### src/assert_macros.svh
// Assertion macros for the great-circle distance block.
`ifndef ASSERT_MACROS_SVH
`define ASSERT_MACROS_SVH
`ifndef NO_ASSERTIONS
// Check a property on the rising clock, off while reset is held.
`define GCDIST_ASSERT(lbl, prop) \
  lbl: assert property (@(posedge clk_i) disable iff (!rst_ni) prop) \
    else $error("gcdist assertion failed");
// Check a property on the rising clock, also during reset.
`define GCDIST_ASSERT_ALWAYS(lbl, prop) \
  lbl: assert property (@(posedge clk_i) prop) \
    else $error("gcdist assertion failed");
`else
`define GCDIST_ASSERT(lbl, prop)
`define GCDIST_ASSERT_ALWAYS(lbl, prop)
`endif
`endif

### src/gcdist_pkg.sv
// Constants and tables shared by the great-circle distance modules.
`default_nettype none
package gcdist_pkg;
  localparam int CORDIC_STEPS = 24;
  localparam int SQRT_STEPS   = 31;
  localparam int RAD_STAGES   = 5;
  localparam int POST_STAGES  = 3;
  localparam int PIPE_DEPTH   = 1 + RAD_STAGES + CORDIC_STEPS + POST_STAGES
                                + SQRT_STEPS + CORDIC_STEPS + 1;

  localparam int CW = 34;  // CORDIC datapath width

  localparam logic signed [31:0] HALF_TURN = 32'sd188743680;
  localparam logic signed [31:0] FULL_TURN = 32'sd377487360;
  localparam logic [27:0] QUARTER_TURN     = 28'd94371840;

  localparam logic [16:0] PI_LO   = 17'h16A89;  // low 17 bits of pi * 2^32
  localparam logic [16:0] PI_HI   = 17'h1921F;  // high 17 bits of pi * 2^32
  localparam logic [31:0] RECIP45 = 32'd3054198966;  // floor(2^37 / 45)

  localparam logic signed [CW-1:0] GAIN_Q30 = 34'sd652032874;
  localparam logic [30:0] ONE_Q30           = 31'd1073741824;

  localparam logic [20:0] RADIUS_RESET = 21'd1630976;

  localparam logic [29:0] ATAN_Q30 [32] = '{
    30'h3243F6A8, 30'h1DAC6705, 30'h0FADBAFC, 30'h07F56EA6, 30'h03FEAB76,
    30'h01FFD55B, 30'h00FFFAAA, 30'h007FFF55, 30'h003FFFEA, 30'h001FFFFD,
    30'h000FFFFF, 30'h0007FFFF, 30'h0003FFFF, 30'h0001FFFF, 30'h0000FFFF,
    30'h00007FFF, 30'h00003FFF, 30'h00001FFF, 30'h00000FFF, 30'h000007FF,
    30'h000003FF, 30'h000001FF, 30'h000000FF, 30'h0000007F, 30'h0000003F,
    30'h0000001F, 30'h0000000F, 30'h00000008, 30'h00000004, 30'h00000002,
    30'h00000001, 30'h00000000
  };
endpackage
`default_nettype wire

### src/gcdist_rad.sv
// Degree to Q30 radian conversion, rounded half away from zero, five stages.
`default_nettype none
module gcdist_rad (
  input  wire logic                          clk_i,
  input  wire logic                          en_i,
  input  wire logic                          halve_i,
  input  wire logic                          neg_i,
  input  wire logic [27:0]                   mag_i,
  output logic signed [gcdist_pkg::CW-1:0]   angle_o
);
  logic [44:0] plo_q, phi_q;
  logic        neg1_q, neg2_q, neg3_q, neg4_q;
  logic [62:0] num_full;
  logic [36:0] num_d, num2_q, num3_q, num4_q;
  logic [49:0] rlo_q;
  logic [50:0] rhi_q;
  logic [69:0] rsum;
  logic [31:0] q0_q;
  logic [37:0] rem;
  logic [31:0] q;
  logic signed [gcdist_pkg::CW-1:0] angle_q;

  // add rounding bias and drop the power-of-two part of the divisor
  always_comb begin
    num_full = {phi_q, 17'b0} + 63'(plo_q)
               + (halve_i ? (63'd45 << 24) : (63'd45 << 23));
    num_d    = halve_i ? num_full[61:25] : num_full[60:24];
  end

  assign rsum = {1'b0, rhi_q, 18'b0} + 70'(rlo_q);

  // correct the reciprocal estimate by one remainder check
  always_comb begin
    rem = {1'b0, num4_q} - ((38'(q0_q) << 5) + (38'(q0_q) << 3)
                            + (38'(q0_q) << 2) + 38'(q0_q));
    q   = (rem >= 38'd45) ? q0_q + 32'd1 : q0_q;
  end

  always_ff @(posedge clk_i) begin
    if (en_i) begin
      plo_q   <= mag_i * gcdist_pkg::PI_LO;
      phi_q   <= mag_i * gcdist_pkg::PI_HI;
      neg1_q  <= neg_i;
      num2_q  <= num_d;
      neg2_q  <= neg1_q;
      rlo_q   <= num2_q[17:0] * gcdist_pkg::RECIP45;
      rhi_q   <= num2_q[36:18] * gcdist_pkg::RECIP45;
      num3_q  <= num2_q;
      neg3_q  <= neg2_q;
      q0_q    <= rsum[68:37];
      num4_q  <= num3_q;
      neg4_q  <= neg3_q;
      angle_q <= neg4_q ? -$signed({2'b0, q}) : $signed({2'b0, q});
    end
  end

  assign angle_o = angle_q;
endmodule
`default_nettype wire

### config.mk
export PLATFORM = sky130hd
export DESIGN_NAME = gcdist_rad
export DESIGN_NICKNAME = d
export VERILOG_FILES = /design/src/assert_macros.svh /design/src/gcdist_pkg.sv /design/src/gcdist_rad.sv
export SDC_FILE = /design/constraint.sdc
export NUM_CORES = 2
export LEC_CHECK = 0
export ABC_AREA = 1
export BUFFER_PORTS_ARGS = -buffer_cell sky130_fd_sc_hd__buf_2
export CORE_UTILIZATION = 55
export DETAILED_ROUTE_END_ITERATION = 16
export GPL_TIMING_DRIVEN = 0
export PLACE_DENSITY = 0.85
export SYNTH_ARGS = -nofsm -noshare
export SYNTH_HDL_FRONTEND = slang
export SYNTH_SLANG_ARGS = --single-unit
### constraint.sdc
create_clock -name clk_i -period 7.2 [get_ports clk_i]
set_clock_uncertainty 0.15 [all_clocks]
set_input_delay 2.16 -clock clk_i [delete_from_list [all_inputs] [get_ports clk_i]]
set_output_delay 2.16 -clock clk_i [all_outputs]
set_load 0.05 [all_outputs]
# After elaboration in Yosys (flattened, before gate mapping)
# Cells that the tools add are included.
# op_classes
multipliers	4
add_sub_neg	9
order_cmp	1
muxes	4
# ops
operator	count
$mul 28x17->45 const B	2
$add 69x50->69	1
$mux 32	2
$add 62x30->62	1
$add 62x45->62	1
$mul 19x31->50 const B	1
$mul 18x31->49 const B	1
$add 37x35->38	1
$add 38x32->38	1
$add 38x34->38	1
$ge 38x6->1 const B	1
$sub 37x38->38	1
$mux 37	1
$neg 32->34	1
$add 32x1->32 const B	1
$mux 30	1
# totals
elab_cells	32
regBits	370
inputBits	32
out_inout_bits	34

# Longest topological paths before layout
# depth
ltp_word	8
ltp_mapped	39
mapped_depth_nobuf	37

# Least setup slack after synthesis
# Ideal clock, no wire load.
# synth_path
kind	input to register
start	input mag_i[1]
end	register plo_q[40] (data pin)
path_buffers	0
required_time_ps	6790
setup_ps	260
slack_ps	-121
path_stages	18
arrival_ps	6912
path_cell_list	ha_1 inv_1 fa_1 fa_1 inv_1 fa_1 fa_1 fa_1 ha_1 a21oi_1 inv_1 a31oi_1 a21boi_0 o21ai_0 a21boi_0 o21ai_0 a21boi_0 xnor2_1
# synth_between
elab_chain_cells	1
# synth_rtl
item	line_no	source
start, declared	gcdist_rad.sv:8	input wire logic [27:0] mag_i,
$mul 28x17->45	gcdist_rad.sv:41	plo_q <= mag_i * gcdist_pkg::PI_LO;
end signal, assigned	gcdist_rad.sv:41	
end, declared	gcdist_rad.sv:11	logic [44:0] plo_q, phi_q;
# Every way passes these cells.
# A chain may end at the register's enable or synchronous reset.

# Final worst setup path
# layout_path
start	input mag_i[5]
end	register phi_q[41] (data pin)
# layout_between
elab_chain_cells	1
# layout_rtl
item	line_no	source
$mul 28x17->45	gcdist_rad.sv:42	phi_q <= mag_i * gcdist_pkg::PI_HI;
end signal, assigned	gcdist_rad.sv:42	
end, declared	gcdist_rad.sv:11	
# Every way passes these cells.

==> impl_metrics.ini <==
[critical_path]
setup.worst_path.class = in -> reg
worst_ep_required_time_ps = 7370
critical_path.reg2reg.startpoint = num2_q[33]
worst_setup_path_start_kind = primary input
crit_path_end_kind = flop
crit_path_start = mag_i[5]
r2r.worst_path.cells = 23
timing.critical_path.fanout_max = 12
crit_arrival_ps = 7470

[yosys]
synth_sequential_area_ratio = 0.2048
dominantRegCellSynth = sky130_fd_sc_hd__edfxtp_1
synthTopCellsByArea = sky130_fd_sc_hd__fa_1 (24%), sky130_fd_sc_hd__edfxtp_1 (20%), sky130_fd_sc_hd__ha_1 (20%), sky130_fd_sc_hd__inv_1 (11%), sky130_fd_sc_hd__nand2_1 (6.8%)
synth.yosys.warnings = 0
synth_edf_count = 334
post_synth_num_cell_types = 54
ys_seq_elements = 334
synth_top_area_frac = 0.2391
post_synthesis_average_cell_area_um2 = 8.842
synth_area_leader_cell = sky130_fd_sc_hd__fa_1
asyncSetResetFlopFracSynth = 0
cells_after_synth = 5539
syn_area_um2 = 48970
postSynthNetCount = 6932

[grt]
total_overflow_reported_by_the_global_router = 0
initial_antenna_violation_count = 2
grt_usage = 0.2845
grt_pass1_vias = 39140
grt_pass1_wl_um = 199900
grt_start_max_net_pins = 138

[die]
floorplan.rows = 109
die_w_um = 300.4
die-height_um = 300.4
io_pins = 66
initial_utilization = 0.5550
design.die.area_um2 = 90240
coreArea_um2 = 88240

[timing]
finalSetupViolations = 3
timing_hold_violations_final = 0
min_period_over_period = 1.014
highest_clock_frequency_the_design_can_meet_ghz = 0.1370
post-route-min-period_ps = 7301
grt_setup_unrepaired = true
timing.final.ws_setup_ps = -101.1
drv_slew = 0
worst-slew-pin-transition_ps = 908.3
maxSlewHeadroom = 0.3904

[route]
postRouteWirelength_um = 128000
route.detailed.drc = 0
routed_length_per_instance_um = 18.68
total_via_count_in_the_routed_design = 37500
1st_pass_router_iterations = 5
drt_first_iter_violations = 2561
final_antenna_net_count = 0
route.detailed.vias_per_inst = 5.471

[job]
drv.max_cap_violation_count = 0

[layout]
design.final.nets = 7055
share_of_post_route_cells_with_drive_strength_above_1 = 0.05221
mostFrequentLayoutCell = sky130_fd_sc_hd__inv_1
layout_common_cells = sky130_fd_sc_hd__inv_1 (1,390), sky130_fd_sc_hd__nand2_1 (880), sky130_fd_sc_hd__ha_1 (761), sky130_fd_sc_hd__fa_1 (583), sky130_fd_sc_hd__edfxtp_1 (334)
area_growth_pct = 7.519
insertedDiodeCount = 0

[clock_network]
cts_hold_buf = 0
cts-buffers-inserted = 38
worstSkewPairLatency_ps = 580
ctsRootBufferMaster = sky130_fd_sc_hd__clkbuf_16
worst_setup_hold_path_clk_slew_ps = 60
cts.htree.levels = 2
clockBufferDepth = 3
cts_sinks = 334
cts_tree = built

[placed_design]
gp_congestion = 1.012
placement.io_buffers = 65
dpl_worst_slack_ps = -1299
post-dp-hpwl_um = 106200

[status]
failed_checks = negative setup slack
outcome = finished, violations left

[min_path]
min_from = num3_q[19]
holdPathStages = 0
min-delay-path-class = reg -> reg
==> kinds of logic (layout without fill, tap and decap cells) <==
kind of cell    Yosys count  count (layout)  synth area share
flops                   334             334            0.2048
xor+xnor                248             248           0.04435
buf+inv                1460            1610            0.1126
compound gates          605             605           0.06896
simple gates           1527            1527            0.1310
fa+ha+maj              1361            1361            0.4374
mux                       4               4         0.0008176
==> metal layers <==
| layer | up-vias | track usage | share of wire |
|---|---|---|---|
| met5 | - | 0 | 0.00017 |
| li1 | 17760 | - | - |
| met2 | 1393 | 0.5202 | 0.51 |
| met4 | 4 | 0.1750 | 0.071 |
| met1 | 17840 | 0.3162 | 0.36 |
| met3 | 502 | 0.03030 | 0.057 |
==> synth_stat cells, types with 10 or more instances <==
cell type and n:
sky130_fd_sc_hd__nor3_1 34, sky130_fd_sc_hd__o21a_1 25, sky130_fd_sc_hd__ha_1 776, sky130_fd_sc_hd__edfxtp_1 334, sky130_fd_sc_hd__fa_1 585, sky130_fd_sc_hd__o21ai_0 134
sky130_fd_sc_hd__o21ai_1 11, sky130_fd_sc_hd__a21boi_0 13, sky130_fd_sc_hd__a21o_1 10, sky130_fd_sc_hd__o21bai_1 10, sky130_fd_sc_hd__nand2_2 11, sky130_fd_sc_hd__nand4_1 73
sky130_fd_sc_hd__or2_2 10, sky130_fd_sc_hd__xor2_1 164, sky130_fd_sc_hd__nor4_1 16, sky130_fd_sc_hd__a21oi_1 314, sky130_fd_sc_hd__nor2_2 15, sky130_fd_sc_hd__a31oi_1 41
sky130_fd_sc_hd__o211ai_1 11, sky130_fd_sc_hd__nand2_1 883, sky130_fd_sc_hd__xnor2_1 84, sky130_fd_sc_hd__inv_1 1396, sky130_fd_sc_hd__nor2_1 311, sky130_fd_sc_hd__nand3_1 144
sky130_fd_sc_hd__nand3b_1 15, sky130_fd_sc_hd__inv_2 27, sky130_fd_sc_hd__clkbuf_1 22
==> worst paths after layout <==
kind	endpoint	slack, ps
worst max register to register	rhi_q[48]	290
worst min-delay path	num4_q[19]	260
worst max-delay path	phi_q[41]	-100
worst min register to register	num4_q[19]	260
==> sequential cells by signal (all words and copies together) (netlist names) <==
signal	flops
num3_q	37
neg1_q	1
plo_q	29
neg3_q	1
rlo_q	31
num2_q	37
neg2_q	1
neg4_q	1
num4_q	37
angle_o	34
phi_q	44
q0_q	32
rhi_q	49
==> layout make-up <==
cell class,instances,area (um2)
timing repair buffer,85,610.6
sequential,334,10030
inverter,1425,5364
clock buffer,46,980.9
clock inverter,21,236.5
multi-input combinational,3745,33810
buffer,33,161.4
fill,7254,35580
tap,1165,1458
==> per-stage QoR <==
stage          hold slack [ps]    util  TNS [ps]  std cells  instance area (um2)
2_1_floorplan            250.3       -         0       5539                48980
3_3_place_gp             250.4  0.5753   -257510       6769                50770
3_5_place_dp             254.5  0.5761    -44590       6771                50830
4_1_cts                  266.1  0.5913    -84.38       6839                52170
5_1_grt                  265.7  0.5967     -1140       6854                52660
6_report                 264.1  0.5967    -172.4       6854                52660
==> timing repair <==
item / in CTS / in global routing
pin swaps: 2 / 16
setup endpoints to repair: 36 / 38
gates resized for setup: 41 / 80
setup buffers: 1 / 17
==> critical path: stages <==
cell	delay, ps
sky130_fd_sc_hd__buf_4	210
sky130_fd_sc_hd__ha_1	310
sky130_fd_sc_hd__inv_1	70
sky130_fd_sc_hd__fa_1	560
sky130_fd_sc_hd__inv_1	70
sky130_fd_sc_hd__fa_1	500
sky130_fd_sc_hd__fa_1	530
sky130_fd_sc_hd__fa_1	520
sky130_fd_sc_hd__fa_1	600
sky130_fd_sc_hd__ha_4	240
sky130_fd_sc_hd__a21oi_1	230
sky130_fd_sc_hd__o21ai_0	180
sky130_fd_sc_hd__nand2_1	100
sky130_fd_sc_hd__o2111ai_1	160
sky130_fd_sc_hd__a31oi_2	290
sky130_fd_sc_hd__o31ai_4	100
sky130_fd_sc_hd__nand2_1	70
sky130_fd_sc_hd__o211ai_1	180
sky130_fd_sc_hd__a31oi_1	290
sky130_fd_sc_hd__xnor2_1	90
Power is left out: the tool's default activity adds up to more than one toggle a clock period on the data nets, which glitch-free logic cannot reach.
