## config.mk

```make
export PLATFORM = sky130hd
export DESIGN_NAME = gcdist_sqrt_cell
export DESIGN_NICKNAME = d
export VERILOG_FILES = /design/src/assert_macros.svh /design/src/gcdist_sqrt_cell.sv
export SDC_FILE = /design/constraint.sdc
export NUM_CORES = 1
export LEC_CHECK = 0
export BUFFER_PORTS_ARGS = -buffer_cell sky130_fd_sc_hd__buf_2
export CELL_PAD_IN_SITES_DETAIL_PLACEMENT = 1
export CELL_PAD_IN_SITES_GLOBAL_PLACEMENT = 2
export CORE_MARGIN = 3
export CORE_UTILIZATION = 25
export CTS_CLUSTER_SIZE = 25
export DETAILED_ROUTE_END_ITERATION = 16
export PLACE_DENSITY = 0.78
export RECOVER_POWER = 50
export REMOVE_ABC_BUFFERS = 1
export SETUP_SLACK_MARGIN = 0.5
export SLEW_MARGIN = 30
export SYNTH_ARGS = -nofsm -noshare
export SYNTH_HDL_FRONTEND = slang
export SYNTH_SLANG_ARGS = --single-unit
```

## constraint.sdc

```tcl
create_clock -name clk_i -period 6.46 [get_ports clk_i]
set_input_delay 1.292 -clock clk_i [delete_from_list [all_inputs] [get_ports clk_i]]
set_output_delay 1.292 -clock clk_i [all_outputs]
set_load 0.01 [all_outputs]
```

## src/assert_macros.svh

```systemverilog
// Assertion macros for the great-circle distance block.
`ifndef ASSERT_MACROS_SVH
`define ASSERT_MACROS_SVH
`ifndef NO_ASSERTIONS
// Check a property on the rising clock, off while reset is held.
`define GCDIST_ASSERT(lbl, prop) \
  lbl: assert property (@(posedge clk_i) disable iff (!rst_ni) prop) \
    else $error("gcdist assertion failed");
// Check a property on the rising clock, also during reset.
`define GCDIST_ASSERT_ALWAYS(lbl, prop) \
  lbl: assert property (@(posedge clk_i) prop) \
    else $error("gcdist assertion failed");
`else
`define GCDIST_ASSERT(lbl, prop)
`define GCDIST_ASSERT_ALWAYS(lbl, prop)
`endif
`endif

```

## src/gcdist_sqrt_cell.sv

```systemverilog
// One step of the bitwise integer square root with its stage register.
`default_nettype none
module gcdist_sqrt_cell (
  input  wire logic        clk_i,
  input  wire logic        en_i,
  input  wire logic [4:0]  step_i,
  input  wire logic [61:0] n_i,
  input  wire logic [61:0] res_i,
  output logic [61:0]      n_o,
  output logic [61:0]      res_o
);
  logic [61:0] bitv, trial, n_d, res_d, n_q, res_q;

  // try to take the current bit pair out of the remainder
  always_comb begin
    bitv  = 62'd1 << {step_i, 1'b0};
    trial = res_i + bitv;
    if (n_i >= trial) begin
      n_d   = n_i - trial;
      res_d = (res_i >> 1) + bitv;
    end else begin
      n_d   = n_i;
      res_d = res_i >> 1;
    end
  end

  always_ff @(posedge clk_i) begin
    if (en_i) begin
      n_q   <= n_d;
      res_q <= res_d;
    end
  end

  assign n_o   = n_q;
  assign res_o = res_q;
endmodule
`default_nettype wire

```

# == Word-level counts from Yosys, hierarchy flattened ==
# Cells that the tools add are included.
# word_totals
ff_bits,124
in_bits,131
output_inout_bits,124
wordCells,10
# classes
n_addsub,3
n_lt_le_gt_ge,1
shifts,1
n_mux,2
# ops
cell,n
$add A61 B62 Y62,1
$add A62 B62 Y62,1
$ge A62 B62 Y1,1
$mux W62,1
$shl A1 B6 Y62 const A,1
$sub A62 B62 Y62,1
$mux W61,1

# == Logic depth before layout (Yosys ltp) ==
# Gate-level depths: netlist of the first run.
# logic_depth
word_depth,4
ltp_mapped,31
mapped_depth_nobuf,27

# == Worst setup path after synthesis of the first run ==
# Ideal clock, no wire load.
# synth_timing
kind,input port to flip-flop
startpoint,input step_i[1]
endpoint,"register n_q[59], in the netlist n_o[59] (data pin)"
setup_ns,0.261
arrival_ns,6.707
required_ns,6.199
setup_slack_ns,-0.508
cell_stages,26
path_buffers,3
cell_sequence,buf_2 -> or3_1 -> clkbuf_1 -> nor2_1 -> ha_1 -> a31oi_1 -> and4b_1 -> o31ai_1 -> o21ai_1 -> maj3_1 -> a31o_2 -> a21oi_1 -> nor2b_1 -> xnor2_1 -> ha_1 -> buf_2 -> nand4_1 -> or4_1 -> a21o_1 -> o31ai_1 -> nor2_1 -> o21a_1 -> o31a_1 -> o41ai_1 -> xnor2_1 -> a21oi_1
# synth_between
elab_chain_cells,4
elab_cells_between_ends,5
cone_classes,add/sub: 2; order compare: 1; shift: 1; mux: 1
# synth_rtl
item,line,text
from (decl),gcdist_sqrt_cell.sv:6,"input wire logic [4:0] step_i,"
$shl A1 B6 Y62 *,gcdist_sqrt_cell.sv:16,"bitv = 62'd1 << {step_i, 1'b0};"
$add A62 B62 Y62 *,gcdist_sqrt_cell.sv:17,trial = res_i + bitv;
$sub A62 B62 Y62 / $ge A62 B62 Y1 (equally long branches),"gcdist_sqrt_cell.sv:19, gcdist_sqrt_cell.sv:18",
$mux W62 *,gcdist_sqrt_cell.sv:18,if (n_i >= trial) begin
net n_d[59],gcdist_sqrt_cell.sv:12,"logic [61:0] bitv, trial, n_d, res_d, n_q, res_q;"
to (signal assigned),gcdist_sqrt_cell.sv:29,n_q <= n_d;
to (decl),gcdist_sqrt_cell.sv:12,
# The timed path passes the listed nets; every way through them passes the cells marked *.
# A chain may end at the register's enable or synchronous reset.

# == Worst setup path after layout of the first run ==
# layout_timing
startpoint,input step_i[4]
endpoint,"register n_q[42], in the netlist n_o[42] (data pin)"
# Same word-level chain as after synthesis.

==> results of run 1 <==
==> Yosys cell counts, drive strengths merged, types with 13 or more instances <==
| library cell | number |
|---|---|
| nand2 | 202 |
| nor2 | 186 |
| a21oi | 178 |
| o21ai | 131 |
| edfxtp | 124 |
| xnor2 | 107 |
| ha | 106 |
| xor2 | 86 |
| clkbuf | 56 |
| a31oi | 51 |
| a21o | 46 |
| nor3 | 42 |
| buf | 34 |
| inv | 34 |
| nand3 | 34 |
| nand4 | 31 |
| nor4 | 25 |
| o21bai | 25 |
| nor2b | 17 |
| o31ai | 17 |
| a31o | 13 |
| and2 | 13 |
| o21a | 13 |
==> routing by layer <==
| layer | share of wire | up-vias | track usage |
|---|---|---|---|
| li1 | - | 7892 | - |
| met1 | 0.45 | 8317 | 0.305 |
| met2 | 0.47 | 452 | 0.390 |
| met3 | 0.040 | 125 | 0.0257 |
| met4 | 0.040 | 0 | 0.103 |
| met5 | 0 | - | 0 |
==> power by group through the flow <==
stage	clock [W]	sequential, W	combinational [W]
finish	0.000936	0.00106	0.00182
global route	0.000984	0.00107	0.00195
CTS	0.000965	0.00106	0.00169
detailed placement	0	0.00108	0.00141
global placement	0	0.00108	0.00139
floorplan	0	0.00112	0.000608
==> registers in the layout, indices dropped and copies added, names as in the netlist <==
signal	flops
n_o	62
res_o	62
==> area by class of cell <==
cell class	instances	area (µm²)	area share
well taps	696	871	0.0394
diodes	10	25.0	0.00113
repair buffers	803	5920	0.268
multi-input cells	1481	10900	0.493
flip-flops and latches	124	3720	0.168
inverters	36	138	0.00622
clock buffers	18	429	0.0194
clock inverters	14	105	0.00475
==> per-stage QoR <==
step	cell area [µm²]	TNS, ns	instances	worst slack, ns	power (W)
final	22100	-9.04	3182	-0.208	0.00382
after CTS	21300	0	3144	0.0426	0.00371
after global placement	18900	-126.60	3037	-1.20	0.00246
after global routing	22100	-28.86	3179	-0.371	0.00400
after detailed placement	18900	-150.56	3037	-1.35	0.00249
after floorplan	13300	-205.12	1635	-2.22	0.00173
==> cells by family (layout without fill, tap and decap cells) <==
kind of cell | after synthesis | count (layout) | share of synthesized area
adder cells (fa/ha/maj) | 110 | 110 | 0.101
multiplexers | 1 | 1 | 0.000822
other | 0 | 10 | 0
flip-flops | 124 | 124 | 0.272
AND/OR/NAND/NOR | 610 | 610 | 0.206
buffers and inverters | 126 | 871 | 0.0383
XOR/XNOR | 193 | 193 | 0.124
AO/OA/AOI/OAI | 561 | 567 | 0.259
==> final timing paths <==
path	endpoint	slack, ns
worst max-delay path	n_o[42]	-0.21
worst min-delay path	n_o[34]	1.13
==> timing repair <==
action / 4_1_cts / 5_1_grt
pin swaps: 100 / 78
cloned: 16 / 4
resized for setup: 242 / 143
buffers inserted: 59 / 24
setup endpoints to repair: 124 / 124
hold buffers: 0 / 0
==> impl_results.md, run 1 <==
- Run status: finished with violations
- Failing checks: capacitance limit, slew limit, setup timing
- Instance count of the mapped netlist: 1725
- Comb pwr share: 0.477
- Hold Startpoint: n_i[34]
- Total wire length: 71.1 mm
- Worst Path Buf+Inv: 13
- Layout area overhead: 61.6%
- Worst EP required: 6.67 ns
- Die width: 240 µm
- P_int: 0.00237 W
- Worst setup SP type: primary input
- Number of port buffers: 254
- Peak Freq: 150 MHz
- Largest net degree at the start of global routing: 64
- Synth Flop Type: edfxtp_1
- Post-synth top area cell: edfxtp_1
- Slew headroom: -1.54
- Post-Syn Area: 13700 µm²
- CTS root buffer: clkbuf_16
- Register area share after synthesis: 0.272
- Crit path kind: in -> reg
- Total track usage: 0.234
- Library cells used by synthesis: 88
- Final core occ: 0.410
- Clock share of power: 0.245
- Leak: 9.21 nW
- Drt pass-1 iters: 5
- Die H: 240 µm
- Max-slew violations: 127
- HP Class: in -> reg
- Clock Sinks: 124
- Number of global-route vias before repair: 17500
- Worst slew pin tran: 3.81 ns
- Clock Path Buffers: 2
- Top-area cell type share of the netlist area: 0.272
- CTS Buf Count: 17
- Area contributors post-synth: edfxtp_1 (27%), ha_1 (9.7%), xnor2_1 (6.8%)
- RSZ-0062 raised after global routing: yes
- Worst Path Max Fanout: 6
- Clock Pin Slew Worst Setup and Hold Paths: 0.07 ns
- I/O pin cnt: 255
- CTS tree: yes
- Die area: 57600 µm²
- Syn_area_per_cell: 7.94 µm²
- Worst path max stage delay: 0.45 ns
- Worst hold path depth: 3
- CP max stage cell: or3b_4
- Pwr dens: 173 nW/µm²
- Flop and latch count out of synthesis: 124
- WP data arrival: 6.88 ns
- Core Rows: 85
- Final setup viols: 90
- Initial core utilization: 0.253
- Initial antenna violation count: 8
- Routed len/inst: 22.3 µm
- Final net count: 2701
- P_sw: 0.00145 W
- Post-layout minimum cycle time: 6.67 ns
- Maxcap violations: 2
- Switching portion of total power: 0.381
- Remaining DRCs: 0
- Gp weighted congestion: 0.941
- Layout cells sized above 1: 0.420
- 1st-iter DRT viols: 888
- FILL cells: 6404
- Antenna Nets Post-Route: 0
- HPWL Detailed: 52.3 mm
- Final worst slack: -0.208 ns
- Most frequent CP cell: buf_4
- Final worst path period share: 1.03
- Number of H-tree levels: 4
- Worst path top cell family by delay: compound AO/OA/AOI/OAI gates
- GR Overflow Total: 0
- VDD IR max: 208 µV
- Sequential share of power: 0.278
- Leading cell type in the layout, fill and taps excluded: buf_4
- DR vias: 16800
- Synthesis Warnings: 0
- Total core area: 54000 µm²
- Endpoint type of the worst setup path: flop
- Ys async rst share: 0
- Most frequent cells in the layout: buf_4 (495), buf_2 (189), nand2_1 (171), a21oi_1 (133), nor2_1 (126)
- Hold Violations, Final: 0
- First-pass GRT wire length: 104 mm
- Vias/cell: 5.28
- Worst setup startpoint: step_i[4]
- WHS: 1.13 ns
- EDFF count, synth: 124
- Worst path depth: 32
Note: power is estimated with default switching activity, not from simulation.
==> run 2, diff against run 1 <==
--- a/config.mk
+++ b/config.mk
@@ -8,14 +8,14 @@
 export BUFFER_PORTS_ARGS = -buffer_cell sky130_fd_sc_hd__buf_2
 export CELL_PAD_IN_SITES_DETAIL_PLACEMENT = 1
 export CELL_PAD_IN_SITES_GLOBAL_PLACEMENT = 2
-export CORE_MARGIN = 3
+export CORE_MARGIN = 1
 export CORE_UTILIZATION = 25
 export CTS_CLUSTER_SIZE = 25
 export DETAILED_ROUTE_END_ITERATION = 16
 export PLACE_DENSITY = 0.78
 export RECOVER_POWER = 50
 export REMOVE_ABC_BUFFERS = 1
-export SETUP_SLACK_MARGIN = 0.5
+export SETUP_SLACK_MARGIN = 0.02
 export SLEW_MARGIN = 30
 export SYNTH_ARGS = -nofsm -noshare
 export SYNTH_HDL_FRONTEND = slang
==> run 2 against run 1 <==
  * The flow finishes with violations (capacitance limit, slew limit)
  * Global-route usage fell by 0.35 points
  * Critical endpoint is now n_o[57]
  * Non-clock buffer count fell by 48
  * Sequential power barely moved
  * Total power fell by 4.0%
  * Sequential cell count did not move
  * Die area fell by 3.3%
  * Final cell count fell by 1.8%
  * Count of clock-buffer cells in the layout did not move
  * Via count fell by 3.9%
  * First-iteration DRC count fell by 4.8%
  * Design area fell by 5.2%
==> impl_results.md, run 2 (synthesized netlist as in run 1, its figures left out) <==
- P_int: 0.00230 W
- Largest net degree at the start of global routing: 63
- Comb pwr share: 0.444
- Clock Sinks: 124
- Maxcap violations: 1
- Initial antenna violation count: 5
- Die area: 55700 µm²
- Post-layout minimum cycle time: 6.36 ns
- FILL cells: 6503
- Hold buffer count at cts: 0
- Most frequent CP cell: buf_4
- Worst EP required: 6.68 ns
- DR vias: 16100
- Sequential share of power: 0.290
- Final worst slack: 0.100 ns
- HPWL Detailed: 52.9 mm
- Core Rows: 85
- 1st-iter DRT viols: 845
- CTS root buffer: clkbuf_16
- Remaining DRCs: 0
- Total core area: 53900 µm²
- First-pass GRT wire length: 98.5 mm
- GR Overflow Total: 0
- RSZ-0062 raised after global routing: yes
- Number of global-route vias before repair: 16800
- Dpl ws: -1.20 ns
- HP Class: in -> reg
- Leading cell type in the layout, fill and taps excluded: buf_4
- Number of port buffers: 254
- Clock Pin Slew Worst Setup and Hold Paths: 0.06 ns
- Gp weighted congestion: 0.923
- WHS: 1.13 ns
- Run status: finished with violations
- Leak: 8.60 nW
- WP data arrival: 6.58 ns
- Clock share of power: 0.266
- Clock Path Buffers: 2
- Final setup viols: 0
- Max-slew violations: 63
- Hold Violations, Final: 0
- Vias/cell: 5.16
- Crit path kind: in -> reg
- Most frequent cells in the layout: buf_4 (478), nand2_1 (197), a21oi_1 (153), nor2_1 (140), buf_2 (140)
- Final worst path period share: 0.984
- Placed Area: 19000 µm²
- P_sw: 0.00137 W
- Layout cells sized above 1: 0.356
- Drt pass-1 iters: 5
- Endpoint type of the worst setup path: flop
- Worst slew pin tran: 3.52 ns
- CTS Buf Count: 17
- Worst setup SP type: primary input
- Routed len/inst: 21.5 µm
- Worst hold path depth: 3
- VDD IR max: 213 µV
- CP max stage cell: or3_4
- Total wire length: 67.2 mm
- Total track usage: 0.230
- Pwr dens: 175 nW/µm²
- Initial core utilization: 0.254
- Die H: 236 µm
- Final net count: 2649
- Layout area overhead: 53.2%
- I/O pin cnt: 255
- Worst path max stage delay: 0.41 ns
- Failing checks: capacitance limit, slew limit
- Peak Freq: 157 MHz
- CTS tree: yes
- Design Area, Final: 21000 µm²
- Switching portion of total power: 0.373
- Worst Path Max Fanout: 6
- Slew headroom: -1.35
- Antenna Nets Post-Route: 0
- Number of H-tree levels: 4
- Total Power: 0.00367 W
- Die width: 236 µm
run 2: power by group through the flow:
stage / Clock [W] / Combinational, W / Sequential, W
floorplan: 0 / 0.000608 / 0.00112
global placement: 0 / 0.00141 / 0.00108
detailed placement: 0 / 0.00144 / 0.00108
CTS: 0.00100 / 0.00153 / 0.00106
global route: 0.00102 / 0.00175 / 0.00107
finish: 0.000976 / 0.00163 / 0.00106
run 2: worst max-delay path: cells and delay by family:
family	cells	cell delay [ns]
compound gates	13	2.15
xor+xnor	2	0.49
buf+inv	6	0.84
fa+ha+maj	3	0.89
simple gates	5	0.92
run 2: final timing paths:
| path | start | end | slack [ns] |
|---|---|---|---|
| max | step_i[4] | n_o[57] | 0.10 |
| min | n_i[3] | n_o[3] | 1.13 |
run 2: layout make-up:
class                      count  area [µm²]  area share
tap                          696         871      0.0415
sequential                   124        3720       0.178
antenna                        4        10.0    0.000477
inverter                      36         135     0.00644
clock buffer                  18         429      0.0205
multi-input combinational   1477       10500       0.500
clock inverter                14         129     0.00614
timing repair buffer         755        5190       0.248
run 2: through the flow:
stage,TNS [ns],cells,util
2_1_floorplan,-205.12,1635,-
3_3_place_gp,-101.46,3043,0.352
3_5_place_dp,-123.55,3043,0.352
4_1_cts,0,3100,0.373
5_1_grt,-8.07,3124,0.389
6_report,0,3124,0.389
run 2: what timing repair did:
action                     in CTS  in global routing
buffers inserted               22                 16
setup endpoints to repair     124                124
gates resized for setup        81                145
pin swaps                      49                 75
gates cloned                    4                  6
run 2: per-layer routing:
metal	part of all wire	GRT usage
met4	0.027	0.0846
met1	0.47	0.315
met5	0	0
met3	0.034	0.0256
met2	0.46	0.371
==> run 3, diff against run 2 <==
--- a/config.mk
+++ b/config.mk
@@ -5,6 +5,7 @@
 export SDC_FILE = /design/constraint.sdc
 export NUM_CORES = 1
 export LEC_CHECK = 0
+export ABC_AREA = 0
 export BUFFER_PORTS_ARGS = -buffer_cell sky130_fd_sc_hd__buf_2
 export CELL_PAD_IN_SITES_DETAIL_PLACEMENT = 1
 export CELL_PAD_IN_SITES_GLOBAL_PLACEMENT = 2
@@ -12,7 +13,7 @@
 export CORE_UTILIZATION = 25
 export CTS_CLUSTER_SIZE = 25
 export DETAILED_ROUTE_END_ITERATION = 16
-export PLACE_DENSITY = 0.78
+export PLACE_DENSITY = 0.75
 export RECOVER_POWER = 50
 export REMOVE_ABC_BUFFERS = 1
 export SETUP_SLACK_MARGIN = 0.02
==> constraint.sdc (replaced) <==
create_clock -name clk_i -period 6.7 [get_ports clk_i]
set_input_delay 0.67 -clock clk_i [delete_from_list [all_inputs] [get_ports clk_i]]
set_output_delay 0.67 -clock clk_i [all_outputs]
set_load 0.01 [all_outputs]
==> run 3 against run 2 <==
  * The flow still finishes with violations (capacitance limit, slew limit)
  * Design area decreased by 16%
  * Combinational power decreased by 24%
  * Sequential power decreased by 4%
  * Die area unchanged
  * Global-route usage decreased by 2.0 points
  * Setup slack improved by 0.19 ns
  * First-iteration DRC count decreased by 9.2%
  * Via count decreased by 9.5%
  * Final cell count decreased by 10%
  * Utilization decreased by 6.3 points
  * Wire length decreased by 11%
  * Count of clock-buffer cells in the layout increased by 2
==> impl_results.md, run 3 (synthesized netlist as in run 1, its figures left out) <==
- Crit path kind: in -> reg
- Worst path max stage delay: 0.41 ns
- WHS: 0.514 ns
- Layout area overhead: 28.3%
- Gp weighted congestion: 0.888
- Vias/cell: 5.19
- Total core area: 53900 µm²
- RSZ-0062 raised after global routing: yes
- Clock Sinks: 124
- Slew headroom: -1.65
- Sequential share of power: 0.317
- Initial antenna violation count: 3
- CTS root buffer: clkbuf_16
- WP data arrival: 6.62 ns
- Total wire length: 59.9 mm
- Leading cell type in the layout, fill and taps excluded: nand2_1
- Maxcap violations: 1
- DR vias: 14600
- P_int: 0.00204 W
- Final net count: 2342
- Pwr dens: 184 nW/µm²
- Total track usage: 0.210
- Die area: 55700 µm²
- Failing checks: capacitance limit, slew limit
- Number of global-route vias before repair: 14800
- Switching portion of total power: 0.369
- Final setup viols: 0
- Comb pwr share: 0.383
- Antenna Nets Post-Route: 0
- Leak: 6.88 nW
- First-pass GRT wire length: 89.6 mm
- Worst slew pin tran: 3.98 ns
- Worst Path Max Fanout: 10
- Number of H-tree levels: 4
- Worst EP required: 6.91 ns
- Number of port buffers: 254
- CTS tree: yes
- Post-layout minimum cycle time: 6.41 ns
- Final worst slack: 0.288 ns
- HP Class: in -> reg
- Design Area, Final: 17600 µm²
- Total Power: 0.00323 W
- CTS Buf Count: 17
- Die H: 236 µm
- Hold buffer count at cts: 0
- Worst setup SP type: primary input
- Run status: finished with violations
- GR Overflow Total: 0
- P_sw: 0.00119 W
- Peak Freq: 156 MHz
- 1st-iter DRT viols: 767
- Placed Area: 17000 µm²
- Most frequent cells in the layout: nand2_1 (202), buf_4 (184), nor2_1 (181), a21oi_1 (172), buf_2 (130)
- Layout cells sized above 1: 0.190
- HPWL Detailed: 48.6 mm
- I/O pin cnt: 255
- Core Rows: 85
- Dpl ws: -0.258 ns
- Final worst path period share: 0.957
- Hold Violations, Final: 0
- Initial core utilization: 0.254
- Clock Pin Slew Worst Setup and Hold Paths: 0.06 ns
- Drt pass-1 iters: 5
- Remaining DRCs: 0
- CP max stage cell: or3_4
- Clock Path Buffers: 2
- Final core occ: 0.326
- Clock share of power: 0.300
- Max-slew violations: 65
- Largest net degree at the start of global routing: 65
- Routed len/inst: 21.3 µm
- VDD IR max: 192 µV
- Die width: 236 µm
- Endpoint type of the worst setup path: flop
-- run 3: critical path, delay by kind of cell --
| kind | cells | cell delay (ns) |
|---|---|---|
| AOI/OAI and AO/OA | 9 | 2.05 |
| and+or+nand+nor | 8 | 1.69 |
| adders and majority gates | 3 | 1.01 |
| buffers and inverters | 5 | 0.74 |
| muxes | 1 | 0.33 |
| xor gates and xnor gates | 1 | 0.14 |
-- run 3: per-layer routing --
layer,GRT usage,up-vias,part of all wire
li1,-,7127,-
met1,0.293,7085,0.49
met2,0.339,325,0.46
met3,0.0253,54,0.036
met4,0.0578,0,0.019
met5,0,-,0
-- run 3: timing repair --
action / in CTS / in global routing
hold endpoints to repair: 0 / 0
gates resized for setup: 0 / 15
setup endpoints to repair: 0 / 89
setup buffers: 0 / 6
-- run 3: per-stage QoR --
step / instances / setup TNS, ns
final: 2813 / 0
after CTS: 2801 / 0
after detailed placement: 2772 / -15.93
after global placement: 2772 / -7.52
after floorplan: 1635 / -98.23
after global routing: 2813 / 0
-- run 3: area by class of cell --
class	count	area [µm²]
tap	696	871
multi-input combinational	1476	9540
fill	6574	36400
sequential	124	3720
inverter	36	135
clock inverter	9	124
clock buffer	20	437
antenna	3	7.51
timing repair buffer	449	2730
-- run 3: final timing paths --
check,start,to,depth (start not counted)
setup / recovery,step_i[1],n_o[31],27
hold / removal,n_i[2],n_o[2],3
-- run 3: power by group through the flow --
stage                     logic, W  registers [W]  clock network [W]
after floorplan           0.000586        0.00108                  0
after global placement     0.00120        0.00104                  0
after detailed placement   0.00121        0.00104                  0
after CTS                  0.00122        0.00102           0.000996
after global routing       0.00134        0.00103            0.00102
final                      0.00124        0.00102           0.000968
