--- src/assert_macros.svh ---
// Assertion macros for the great-circle distance block.
`ifndef ASSERT_MACROS_SVH
`define ASSERT_MACROS_SVH
`ifndef NO_ASSERTIONS
// Check a property on the rising clock, off while reset is held.
`define GCDIST_ASSERT(lbl, prop) \
  lbl: assert property (@(posedge clk_i) disable iff (!rst_ni) prop) \
    else $error("gcdist assertion failed");
// Check a property on the rising clock, also during reset.
`define GCDIST_ASSERT_ALWAYS(lbl, prop) \
  lbl: assert property (@(posedge clk_i) prop) \
    else $error("gcdist assertion failed");
`else
`define GCDIST_ASSERT(lbl, prop)
`define GCDIST_ASSERT_ALWAYS(lbl, prop)
`endif
`endif

--- src/gcdist_pkg.sv ---
// Constants and tables shared by the great-circle distance modules.
`default_nettype none
package gcdist_pkg;
  localparam int CORDIC_STEPS = 24;
  localparam int SQRT_STEPS   = 31;
  localparam int RAD_STAGES   = 5;
  localparam int POST_STAGES  = 3;
  localparam int PIPE_DEPTH   = 1 + RAD_STAGES + CORDIC_STEPS + POST_STAGES
                                + SQRT_STEPS + CORDIC_STEPS + 1;

  localparam int CW = 34;  // CORDIC datapath width

  localparam logic signed [31:0] HALF_TURN = 32'sd188743680;
  localparam logic signed [31:0] FULL_TURN = 32'sd377487360;
  localparam logic [27:0] QUARTER_TURN     = 28'd94371840;

  localparam logic [16:0] PI_LO   = 17'h16A89;  // low 17 bits of pi * 2^32
  localparam logic [16:0] PI_HI   = 17'h1921F;  // high 17 bits of pi * 2^32
  localparam logic [31:0] RECIP45 = 32'd3054198966;  // floor(2^37 / 45)

  localparam logic signed [CW-1:0] GAIN_Q30 = 34'sd652032874;
  localparam logic [30:0] ONE_Q30           = 31'd1073741824;

  localparam logic [20:0] RADIUS_RESET = 21'd1630976;

  localparam logic [29:0] ATAN_Q30 [32] = '{
    30'h3243F6A8, 30'h1DAC6705, 30'h0FADBAFC, 30'h07F56EA6, 30'h03FEAB76,
    30'h01FFD55B, 30'h00FFFAAA, 30'h007FFF55, 30'h003FFFEA, 30'h001FFFFD,
    30'h000FFFFF, 30'h0007FFFF, 30'h0003FFFF, 30'h0001FFFF, 30'h0000FFFF,
    30'h00007FFF, 30'h00003FFF, 30'h00001FFF, 30'h00000FFF, 30'h000007FF,
    30'h000003FF, 30'h000001FF, 30'h000000FF, 30'h0000007F, 30'h0000003F,
    30'h0000001F, 30'h0000000F, 30'h00000008, 30'h00000004, 30'h00000002,
    30'h00000001, 30'h00000000
  };
endpackage
`default_nettype wire

--- src/gcdist_cordic_cell.sv ---
// One circular CORDIC iteration with its stage register, rotation or vectoring.
`default_nettype none
module gcdist_cordic_cell (
  input  wire logic                                clk_i,
  input  wire logic                                en_i,
  input  wire logic [4:0]                          step_i,
  input  wire logic                                vector_i,
  input  wire logic signed [gcdist_pkg::CW-1:0]    x_i,
  input  wire logic signed [gcdist_pkg::CW-1:0]    y_i,
  input  wire logic signed [gcdist_pkg::CW-1:0]    z_i,
  output logic signed [gcdist_pkg::CW-1:0]         x_o,
  output logic signed [gcdist_pkg::CW-1:0]         y_o,
  output logic signed [gcdist_pkg::CW-1:0]         z_o
);
  logic signed [gcdist_pkg::CW-1:0] dx, dy, at, x_d, y_d, z_d;
  logic signed [gcdist_pkg::CW-1:0] x_q, y_q, z_q;
  logic up;

  // pick the direction from the residual angle or from the sign of y
  always_comb begin
    dx = y_i >>> step_i;
    dy = x_i >>> step_i;
    at = $signed({4'b0, gcdist_pkg::ATAN_Q30[step_i]});
    up = vector_i ? y_i[gcdist_pkg::CW-1] : ~z_i[gcdist_pkg::CW-1];
    if (up) begin
      x_d = x_i - dx;
      y_d = y_i + dy;
      z_d = z_i - at;
    end else begin
      x_d = x_i + dx;
      y_d = y_i - dy;
      z_d = z_i + at;
    end
  end

  always_ff @(posedge clk_i) begin
    if (en_i) begin
      x_q <= x_d;
      y_q <= y_d;
      z_q <= z_d;
    end
  end

  assign x_o = x_q;
  assign y_o = y_q;
  assign z_o = z_q;
endmodule
`default_nettype wire

--- config.mk ---
export PLATFORM = sky130hd
export DESIGN_NAME = gcdist_cordic_cell
export DESIGN_NICKNAME = d
export VERILOG_FILES = /design/src/assert_macros.svh /design/src/gcdist_pkg.sv /design/src/gcdist_cordic_cell.sv
export SDC_FILE = /design/constraint.sdc
export NUM_CORES = 1
export LEC_CHECK = 0
export ABC_AREA = 0
export BUFFER_PORTS_ARGS = -buffer_cell sky130_fd_sc_hd__buf_2
export CAP_MARGIN = 10
export CORE_UTILIZATION = 50
export DETAILED_ROUTE_END_ITERATION = 10
export GPL_TIMING_DRIVEN = 1
export MAX_ROUTING_LAYER = met4
export PLACE_DENSITY = 0.73
export SLEW_MARGIN = 20
export SYNTH_ARGS = -nofsm -noshare
export SYNTH_HDL_FRONTEND = slang
export SYNTH_SLANG_ARGS = --single-unit
--- constraint.sdc ---
create_clock -name clk_i -period 15.2 [get_ports clk_i]
set_clock_uncertainty 0.1 [all_clocks]
set_input_delay 1.52 -clock clk_i [delete_from_list [all_inputs] [get_ports clk_i]]
set_output_delay 1.52 -clock clk_i [all_outputs]
set_load 0.05 [all_outputs]
---- Word level (Yosys, flattened, before mapping) ----
Memories as Yosys holds them, arrays and structs flattened.
Index checks and enable logic that the tools add are counted.
W data, S select, Z words.
cells by class
  add/subtract/negate cells ............... 6
  magnitude comparators ................... 1
  shift-type cells ........................ 2
  muxes and demuxes ....................... 6
  bitwise operators ....................... 2
operators by type and width
  operator              count
  $mux W34              3
  $add A34 B34 Y34      2
  $sshr A34 B5 Y34      2
  $sub A34 B34 Y34      2
  $mux W30              2
  $add A34 B31 Y34      1
  $sub A34 B31 Y34      1
  $ge A6 B6 Y1 const B  1
  $not A5 Y6            1
  $mux W1               1
  $not A1 Y1            1
storage, ports and cells
  register bits after elaboration ......... 102
  ROM bits ................................ 960
  input bits .............................. 110
  output and inout port bits .............. 102
  logic and storage cells ................. 21
  memories kept ........................... 1
memory list
  memory           depth  bits a word  read ports  clocked after memory_dff  wr ports  RTL line                  text
  (no name shown)  32     30           1           0                         0         gcdist_cordic_cell.sv:23  at = $signed({4'b0, gcdist_pkg::ATAN_Q30[step_i]});

---- Longest topological paths before layout ----
Gate-level depths: netlist of the first run.
  depth in word-level cells ............... 6
  mapped depth ............................ 26
  depth with buffers taken out ............ 21

---- Worst setup path before layout of the first run ----
Ideal clock, no wire load.
  path type ............................... input -> register
  start ................................... in step_i[1]
  end ..................................... reg x_q, in the netlist x_o[33], data pin
  setup time .............................. 0.260 ns
  data arrival time ....................... 6.616 ns
  required time ........................... 14.840 ns
  slack ................................... 8.224 ns
  stages on the path ...................... 24
  buffers on the path ..................... 3
  cell sequence ........................... clkbuf_1 > buf_2 > buf_1 > mux4_2 > a32o_1 > a21oi_1 > o221ai_1 > inv_1 > ha_1 > inv_1 > or4_4 > or4_4 > nand2_1 > xnor2_1 > ha_1 > a21o_1 > a21o_1 > o31a_1 > a32oi_1 > o21ai_0 > a31oi_1 > o21bai_1 > a21oi_1 > xnor2_1
between the ends
  longest elaborated chain between the ends .. 3
  elaborated cells on any way between the ends .. 4
  those cells by class .................... add/sub: 2; shift: 1; mux: 1
RTL lines
  what                                                         RTL line                                            text
  start, declared                                              gcdist_cordic_cell.sv:6                             input wire logic [4:0] step_i,
  $sshr A34 B5 Y34 *                                           gcdist_cordic_cell.sv:21                            dx = y_i >>> step_i;
  $add A34 B34 Y34 / $sub A34 B34 Y34 (equally long branches)  gcdist_cordic_cell.sv:30, gcdist_cordic_cell.sv:26
  $mux W34 *                                                   gcdist_cordic_cell.sv:25                            if (up) begin
  via x_d, one bit                                             gcdist_cordic_cell.sv:15                            logic signed [gcdist_pkg::CW-1:0] dx, dy, at, x_d, y_d, z_d;
  end signal, assigned                                         gcdist_cordic_cell.sv:38                            x_q <= x_d;
  end, declared                                                gcdist_cordic_cell.sv:16                            logic signed [gcdist_pkg::CW-1:0] x_q, y_q, z_q;
The timed path passes the listed nets; every way through them passes the cells marked *.
A chain may end at the register's enable or synchronous reset.

---- Final worst setup path of the first run ----
  start ................................... in step_i[0]
  end ..................................... reg x_q, in the netlist x_o[33], data pin
The elaborated chain is that of the path after synthesis.

==> metrics.csv, run 1 <==
stage,metric,value,unit
run_status,status,"finished, final reports clean",
power,total_power,1.93,mW
yosys,synthCells,1736,
yosys,ys_seq_area_share,19.7,%
floorplanning,start_util,50.9,%
setup_path,path_cells,"buf_6, buf_4, mux4_2, mux2i_1, o22ai_1, a211o_1, inv_1, ha_1, inv_1, or4_4, nor2_1, nor2_1, xor2_1, ha_1, and4_1, nand4_1, a211oi_1, o22ai_1, o21ai_0, a31oi_1, o21bai_1, a21oi_1, xnor2_1",
yosys,synth.distinct_cells,93,
setup_path,critPathMaxFanout,87,
place,dp_slack,6.64,ns
global_route,overflow,0,
yosys,synth.avg_cell_area,8.97,sq um
timing,period_minus_slack,8.28,ns
floorplanning,dieArea,31900,sq um
routing,drtAntennaViolNets,0,
floorplanning,ios,212,
timing,fin_crit_sh,54.4,%
cts,htree_levels,3,
routing,wl_per_cell,25.5,um
floorplanning,chipHeight,179,um
power,powerDensity,113,nW/um^2
layout,final_common_cell,buf_2,
layout,syn_to_final_growth,9.84,%
yosys,syn_area,15600,sq um
cts,clockBufferDepth,2,
place,dp_hpwl,44300,um
global_route,grt_max_degree,88,
yosys,synth-main-ff-cell,edfxtp_1,
yosys,syn-num-nets,1959,
layout,instances_no_fill,2285,
layout,fin_util,55.9,%
routing,drtPass1Iterations,5,
routing,wl,58200,um
hold_path,hold_start,y_i[0],
job,maxCapViolCount,0,
timing,rsz0062_at_grt,false,
setup_path,cpPeakStageDelay,0.71,ns
floorplanning,core-area,30600,sq um
yosys,yosys_warnings,0,
routing,dr_total_vias,15600,
place,portBuffers,211,
layout,final_cell_mix,"buf_2, a21oi_1, nor2_1",
layout,diodes,0,
setup_path,worstSetupPathType,primary input to flop,
cts,post_cts_buffers,0,
floorplanning,num_rows,64,
setup_path,worstPathRequired,15.23,ns
setup_path,cp_data_arrival_time,8.30,ns
floorplanning,die_x,179,um
global_route,grt.total_usage,37.6,%
timing,fin_ws,6.92,ns
timing,maxSlewViolCount,0,
yosys,synth_edf_count,102,
timing,hold_viol,0,
routing,avgViaCountPerCell,6.83,
cts,ctsResizeCount,0,
global_route,antenna_found_initial,0,
setup_path,crit_slowest_cell,buf_4,
setup_path,startpoint_type,primary input,
yosys,synth_top_area_cell,edfxtp_1,
timing,worst_slew_pin_slew,1.05,ns
cts,numCtsBuffers,9,
layout,fillCellCount,2816,
yosys,ys_ff_latch,102,
global_route,grt_pass1_vias,14700,
hold_path,hp-class,primary input to flop,
setup_path,crit_path_end_kind,flop,
cts,clkSinkCount,102,
power,p_leak,6.98,nW
layout,drive_gt1_share,21.0,%
yosys,synth.area.top_cells,"edfxtp_1, mux4_2, ha_1, xnor2_1, a21oi_1",
cts,cts_tree,done,
yosys,synth_top_area_share,19.7,%
place,place_congestion,1.07,
timing,setup_viol,0,
timing,tns,0,ns
place,placed_cells,2269,
layout,finalNetCount,2107,
cts,clk_root_buffer_cell,clkbuf_16,
yosys,async_reset_ff_share,0,%
hold_path,hold-path-endpoint,y_o[0]$_DFFE_PP_,
hold_path,holdPathStages,2,
cts,cts_hold_buffers,0,
timing,fmax,121,MHz
timing,timing.slew.headroom,29.6,%
power,vdd_drop_max,0.0696,mV
global_route,grt_pass1_wl,87200,um
routing,detail_route.iter0.violations,1588,
routing,route.detailed.drc,0,
cts,path_clk_slew,0.08,ns
==> cell families after synthesis <==
logic type,Yosys count,synth area share [%]
simple gates,473,14.9
buf+inv,141,4.26
fa+ha+maj,113,9.22
compound gates,555,23.9
mux,179,18.3
flops,102,19.7
xor+xnor,173,9.82
==> through the flow <==
step	area, sq um	hold slack (ns)
6_report	17100	1.39
3_5_place_dp	16800	1.77
2_1_floorplan	15600	1.53
3_3_place_gp	16800	1.77
5_1_grt	17100	1.39
4_1_cts	17100	1.38
==> critical path, delay by kind of cell <==
kind | cells | cell delay, ns
buffers and inverters | 4 | 1.51
and+or+nand+nor | 5 | 1.26
muxes | 2 | 0.91
adders and majority gates | 2 | 0.56
xor gates and xnor gates | 2 | 0.31
AOI/OAI and AO/OA | 8 | 2.15
==> power breakdown <==
| part | internal, mW | switching, mW | total, mW | leakage (nW) |
|---|---|---|---|---|
| clock network | 0.128 | 0.117 | 0.246 | 0.136 |
| logic | 0.409 | 0.828 | 1.24 | 5.85 |
| registers | 0.430 | 0.0190 | 0.449 | 0.999 |
==> synth_stat cells (8+ instances only) <==
cell      instances
a21oi_1         155
nor2_1          140
nand2_1         120
xnor2_1         119
ha_1            110
edfxtp_1        102
o21ai_0          87
mux4_2           73
mux2i_1          61
xor2_1           53
inv_1            46
a21o_1           43
clkbuf_1         42
mux2_2           35
nor3_1           30
nand3_1          29
a31oi_1          27
buf_2            26
nand2b_1         26
o22ai_1          26
nor2b_1          24
o21a_1           23
a211oi_1         19
and3_1           19
o211ai_1         18
and2_1           14
o21bai_1         14
nand4_1          13
or3_1            13
or2_2            11
o31ai_1          10
a211o_1           9
a221o_1           9
a221oi_1          9
a21boi_0          8
a22oi_1           8
buf_1             8
buf_4             8
buf_6             8
==> routing by layer <==
layer | track usage (%) | share of wire (%)
met5 | - | 0
met1 | 47.7 | 40
met2 | 57.4 | 45
met4 | 14.9 | 4.2
met3 | 9.31 | 11
==> cell type report <==
| class | count | area, sq um | share of cell area (%) |
|---|---|---|---|
| tap | 396 | 495 | 2.90 |
| multi-input combinational | 1493 | 11900 | 69.4 |
| inverter | 48 | 180 | 1.05 |
| clock inverter | 5 | 58.8 | 0.344 |
| clock buffer | 11 | 233 | 1.36 |
| timing repair buffer | 230 | 1210 | 7.07 |
| sequential | 102 | 3060 | 17.9 |
==> worst max path at each step <==
stage / from / endpoint / slack [ns] / cells past startpoint
floorplan: step_i[1] / x_o[33]$_DFFE_PP_ / 8.22 / 24
global placement: step_i[0] / x_o[33]$_DFFE_PP_ / 6.80 / 23
detailed placement: step_i[0] / x_o[33]$_DFFE_PP_ / 6.64 / 23
CTS: step_i[0] / x_o[33]$_DFFE_PP_ / 7.01 / 23
global route: step_i[0] / x_o[33]$_DFFE_PP_ / 6.40 / 23
finish: step_i[0] / x_o[33]$_DFFE_PP_ / 6.92 / 23
==> state kept, by name, indices dropped and copies added, names as in the netlist <==
name,count
y_o,34
x_o,34
z_o,34
(Power assumes the default switching activity.)
==> inputs of run 2 (changes only) <==
clock period = 8 ns   (was 15.2 ns; I/O delays follow)
==> run 2 against run 1 <==
Against the previous run: clock power rose by 89%; clock-buffer cell count is 1 lower; combinational power increased by 90%; sequential power up 90%; critical path depth decreased by 2; hold slack lost 0.71 ns; critical endpoint is now y_o[33]$_DFFE_PP_; cell count grew 0.74%; power rose by 90%; sequential share of layout area is 0.15 points lower; critical path type unchanged; utilization increased by 0.47 points; first-iteration DRC count grew 13%.
==> metrics.csv, run 2 (synthesis gave the netlist of run 1 again) <==
stage,metric,value,unit
routing,avgViaCountPerCell,6.80,
global_route,grt_pass1_vias,14600,
setup_path,critPathMaxFanout,62,
timing,fmax,141,MHz
floorplanning,ios,212,
routing,dr_total_vias,15700,
setup_path,crit_path_end_kind,flop,
place,portBuffers,211,
timing,period_minus_slack,7.12,ns
layout,fin_util,56.4,%
cts,numCtsBuffers,9,
global_route,antenna_found_initial,0,
timing,maxSlewViolCount,0,
power,internal_power,1.85,mW
cts,cts_tree,done,
timing,rsz0062_at_grt,false,
routing,wl,57600,um
setup_path,path_cells,"buf_6, buf_4, mux2_2, mux4_2, o21ai_0, o221a_2, nor4bb_1, nand4b_1, nor2_1, nor2_1, xor2_1, ha_1, a21o_1, a21o_1, a21oi_1, nor2b_1, o21ai_0, o2bb2ai_1, o2111ai_1, o211ai_1, xnor3_1",
power,p_seq_share,23.2,%
timing,fin_crit_sh,89.0,%
power,powerDensity,213,nW/um^2
floorplanning,core-area,30600,sq um
routing,detail_route.iter0.violations,1801,
setup_path,worstPathRequired,8.01,ns
place,place_congestion,1.04,
run_status,status,"finished, final reports clean",
power,vdd_drop_max,0.124,mV
timing,setup_viol,0,
hold_path,hp-class,primary input to flop,
global_route,overflow,0,
cts,post_cts_buffers,0,
power,power.share.switching,49.8,%
setup_path,startpoint_type,primary input,
layout,final_common_cell,buf_2,
floorplanning,dieArea,31900,sq um
layout,final_cell_mix,"buf_2, a21oi_1, nor2_1",
cts,clk_root_buffer_cell,clkbuf_16,
floorplanning,chipHeight,179,um
timing,tns,0,ns
cts,htree_levels,3,
setup_path,crit_end,y_o[33]$_DFFE_PP_,
power,p_sw,1.83,mW
floorplanning,start_util,50.9,%
timing,hold_slack,0.683,ns
layout,drive_gt1_share,21.6,%
layout,register_area,3060,sq um
cts,cts_hold_buffers,0,
power,comb_power_share,64.2,%
timing,timing.slew.headroom,31.8,%
cts,path_clk_slew,0.07,ns
timing,worst_slew_pin_slew,1.02,ns
setup_path,cp-startpoint,step_i[0],
setup_path,worstSetupPathType,primary input to flop,
cts,ctsResizeCount,0,
global_route,grt_pass1_wl,86600,um
global_route,grt_max_degree,83,
cts,clockBufferDepth,2,
cts,clkSinkCount,102,
place,dp_slack,0.749,ns
power,clockPowerShare,12.6,%
layout,fillCellCount,2798,
layout,syn_to_final_growth,10.8,%
setup_path,cp_data_arrival_time,7.13,ns
floorplanning,num_rows,64,
layout,finalNetCount,2124,
routing,drtPass1Iterations,6,
layout,multi_input_area,11900,sq um
global_route,grt.total_usage,37.0,%
floorplanning,die_x,179,um
setup_path,cpPeakStageDelay,0.60,ns
setup_path,crit_slowest_cell,o21ai_0,
timing,fin_ws,0.883,ns
timing,hold_viol,0,
power,p_leak,7.08,nW
place,dp_hpwl,44400,um
routing,wl_per_cell,25.0,um
routing,route.detailed.drc,0,
routing,drtAntennaViolNets,0,
job,maxCapViolCount,0,
-- run 2: per-layer routing --
layer	vias up	track usage (%)	part of all wire (%)
li1	7039	-	-
met1	7505	48.5	41
met2	974	56.0	45
met3	140	7.61	11
met4	0	13.2	3.4
met5	-	-	0
-- run 2: worst max-delay path: cells and delay by family --
family | cells | cell delay (ns)
xor gates and xnor gates | 2 | 0.57
AOI/OAI and AO/OA | 9 | 2.18
muxes | 2 | 0.84
adders and majority gates | 1 | 0.35
buffers and inverters | 2 | 0.88
and+or+nand+nor | 5 | 1.45
-- run 2: worst min path at each step --
stage | from | endpoint | slack [ns] | cells after the start
floorplan | en_i | x_o[0]$_DFFE_PP_ | 0.81 | 0
global placement | y_i[0] | y_o[0]$_DFFE_PP_ | 1.06 | 2
detailed placement | y_i[0] | y_o[0]$_DFFE_PP_ | 1.07 | 2
CTS | y_i[0] | y_o[0]$_DFFE_PP_ | 0.68 | 2
global route | y_i[0] | y_o[0]$_DFFE_PP_ | 0.68 | 2
finish | y_i[0] | y_o[0]$_DFFE_PP_ | 0.68 | 2
-- run 2: per-stage QoR --
stage	instances	power (mW)	area, sq um
after CTS	2301	3.65	17300
after global placement	2286	3.15	17000
after floorplan	1736	2.63	15600
after detailed placement	2286	3.17	17000
after global routing	2301	3.88	17300
final	2302	3.67	17300
-- run 2: cell type report --
cell class	instances	share of cell area, %
multi-input cells	1493	68.7
flip-flops and latches	102	17.8
repair buffers	247	7.90
well taps	396	2.87
clock buffers	10	1.33
inverters	48	1.04
clock inverters	5	0.348
diodes	1	0.0145
-- run 2: power groups by stage --
stage	combinational (mW)	clock, mW	sequential, mW
after floorplan	1.20	0	1.43
after global placement	2.28	0	0.862
after detailed placement	2.31	0	0.864
after CTS	2.32	0.477	0.854
after global routing	2.52	0.488	0.869
final	2.36	0.465	0.851
==> inputs of run 3 (changes only) <==
CORE_UTILIZATION = 40   (was 50)
PLACE_DENSITY = 0.61   (was 0.73)
==> run 3 against run 2 <==
Against the previous run: sequential share of layout area down 0.22 points; global-route usage down 5.0 points; via count down 1.1%; power down 0.45%; cell count up 5.6%; die area up 25%; worst setup slack better by 0.19 ns; critical endpoint is now y_o[32]$_DFFE_PP_; largest power group unchanged.
==> metrics.csv, run 3 (synthesis gave the netlist of run 1 again) <==
stage,metric,value,unit
floorplanning,core-area,38000,sq um
routing,drtAntennaViolNets,0,
timing,fin_crit_sh,86.6,%
timing,maxSlewViolCount,0,
hold_path,holdPathStages,2,
floorplanning,die_x,199,um
layout,final_cell_mix,"buf_2, a21oi_1, nor2_1",
timing,worst_slew_pin_slew,1.05,ns
routing,route.detailed.drc,0,
global_route,overflow,0,
setup_path,critPathMaxFanout,78,
cts,clk_root_buffer_cell,clkbuf_16,
timing,rsz0062_at_grt,false,
cts,clkSinkCount,102,
cts,path_clk_slew,0.07,ns
job,maxCapViolCount,0,
run_status,status,"finished, final reports clean",
power,clockPowerShare,11.5,%
timing,fin_ws,1.07,ns
hold_path,hold-path-endpoint,y_o[0]$_DFFE_PP_,
timing,timing.slew.headroom,29.7,%
layout,finalNetCount,2137,
floorplanning,ios,212,
routing,dr_total_vias,15500,
timing,hold_slack,0.609,ns
timing,tns,0,ns
power,total_power,3.66,mW
timing,fmax,144,MHz
cts,post_cts_buffers,0,
place,dp_hpwl,48200,um
cts,numCtsBuffers,9,
cts,ctsResizeCount,0,
routing,wl,61700,um
cts,cts_hold_buffers,0,
setup_path,startpoint_type,primary input,
cts,cts_tree,done,
layout,fin_util,46.0,%
routing,wl_per_cell,25.4,um
routing,drtPass1Iterations,5,
place,dp_slack,0.718,ns
place,place_congestion,0.998,
layout,instances_no_fill,2431,
setup_path,worstPathRequired,8.05,ns
floorplanning,start_util,41.0,%
layout,final_common_cell,buf_2,
layout,postLayoutCellArea,17500,sq um
global_route,grt_pass1_vias,14700,
timing,setup_viol,0,
hold_path,hp-class,primary input to flop,
hold_path,hold_start,y_i[0],
power,p_leak,7.13,nW
power,power.share.switching,50.3,%
cts,htree_levels,3,
power,comb_power_share,65.1,%
power,p_seq_share,23.4,%
place,portBuffers,211,
place,place_area,17200,sq um
layout,syn_to_final_growth,12.2,%
place,placed_cells,2414,
setup_path,crit_path_end_kind,flop,
setup_path,cp_data_arrival_time,6.98,ns
power,p_sw,1.84,mW
global_route,grt_pass1_wl,91400,um
power,powerDensity,209,nW/um^2
global_route,antenna_found_initial,1,
timing,period_minus_slack,6.93,ns
floorplanning,num_rows,71,
routing,avgViaCountPerCell,6.37,
timing,hold_viol,0,
global_route,grt.total_usage,32.0,%
floorplanning,dieArea,39700,sq um
floorplanning,chipHeight,199,um
global_route,grt_max_degree,83,
cts,clockBufferDepth,2,
power,vdd_drop_max,0.125,mV
routing,detail_route.iter0.violations,1733,
power,internal_power,1.82,mW
setup_path,worstSetupPathType,primary input to flop,
layout,drive_gt1_share,22.1,%
==> run 3: power groups by stage <==
stage          logic (mW)  registers [mW]  clock network [mW]
2_1_floorplan        1.20            1.43                   0
3_3_place_gp         2.35           0.867                   0
3_5_place_dp         2.35           0.867                   0
4_1_cts              2.36           0.858               0.439
5_1_grt              2.54           0.871               0.452
6_report             2.38           0.855               0.422
==> run 3: area by class of cell <==
type,count,area [sq um]
tap,511,639
inverter,48,180
multi-input combinational,1493,11900
clock buffer,10,229
clock inverter,5,27.5
timing repair buffer,260,1460
antenna,2,5.00
fill,3859,20500
sequential,102,3060
==> run 3: worst max-delay path by stage <==
| stage | from | end | cells after the start |
|---|---|---|---|
| finish | step_i[0] | y_o[32]$_DFFE_PP_ | 21 |
| global placement | step_i[0] | x_o[33]$_DFFE_PP_ | 23 |
| detailed placement | step_i[0] | x_o[33]$_DFFE_PP_ | 23 |
| global route | step_i[0] | y_o[32]$_DFFE_PP_ | 21 |
| floorplan | step_i[1] | x_o[33]$_DFFE_PP_ | 24 |
| CTS | step_i[0] | x_o[33]$_DFFE_PP_ | 23 |
==> run 3: worst max-delay path: stages <==
cell	delay, ns
buf_6	0.60
buf_4	0.37
mux4_2	0.60
a21oi_1	0.19
a31oi_1	0.15
a221o_1	0.56
nor2_1	0.22
nand3b_1	0.21
nor3_1	0.45
a31oi_1	0.16
xor2_1	0.16
ha_1	0.37
and4_1	0.24
nor2b_1	0.15
a221oi_1	0.51
a21oi_1	0.20
nor2_1	0.14
a21oi_1	0.09
a41o_1	0.27
o41ai_1	0.30
xnor2_1	0.12
==> run 3: per-layer routing <==
layer  global-route usage, %  vias up  wire length [um]
met5                       -        -                 0
met4                    12.6        0              2130
met3                    6.09      104              4760
met2                    49.8      744             28000
met1                    40.8     7569             26800
li1                        -     7068                 -
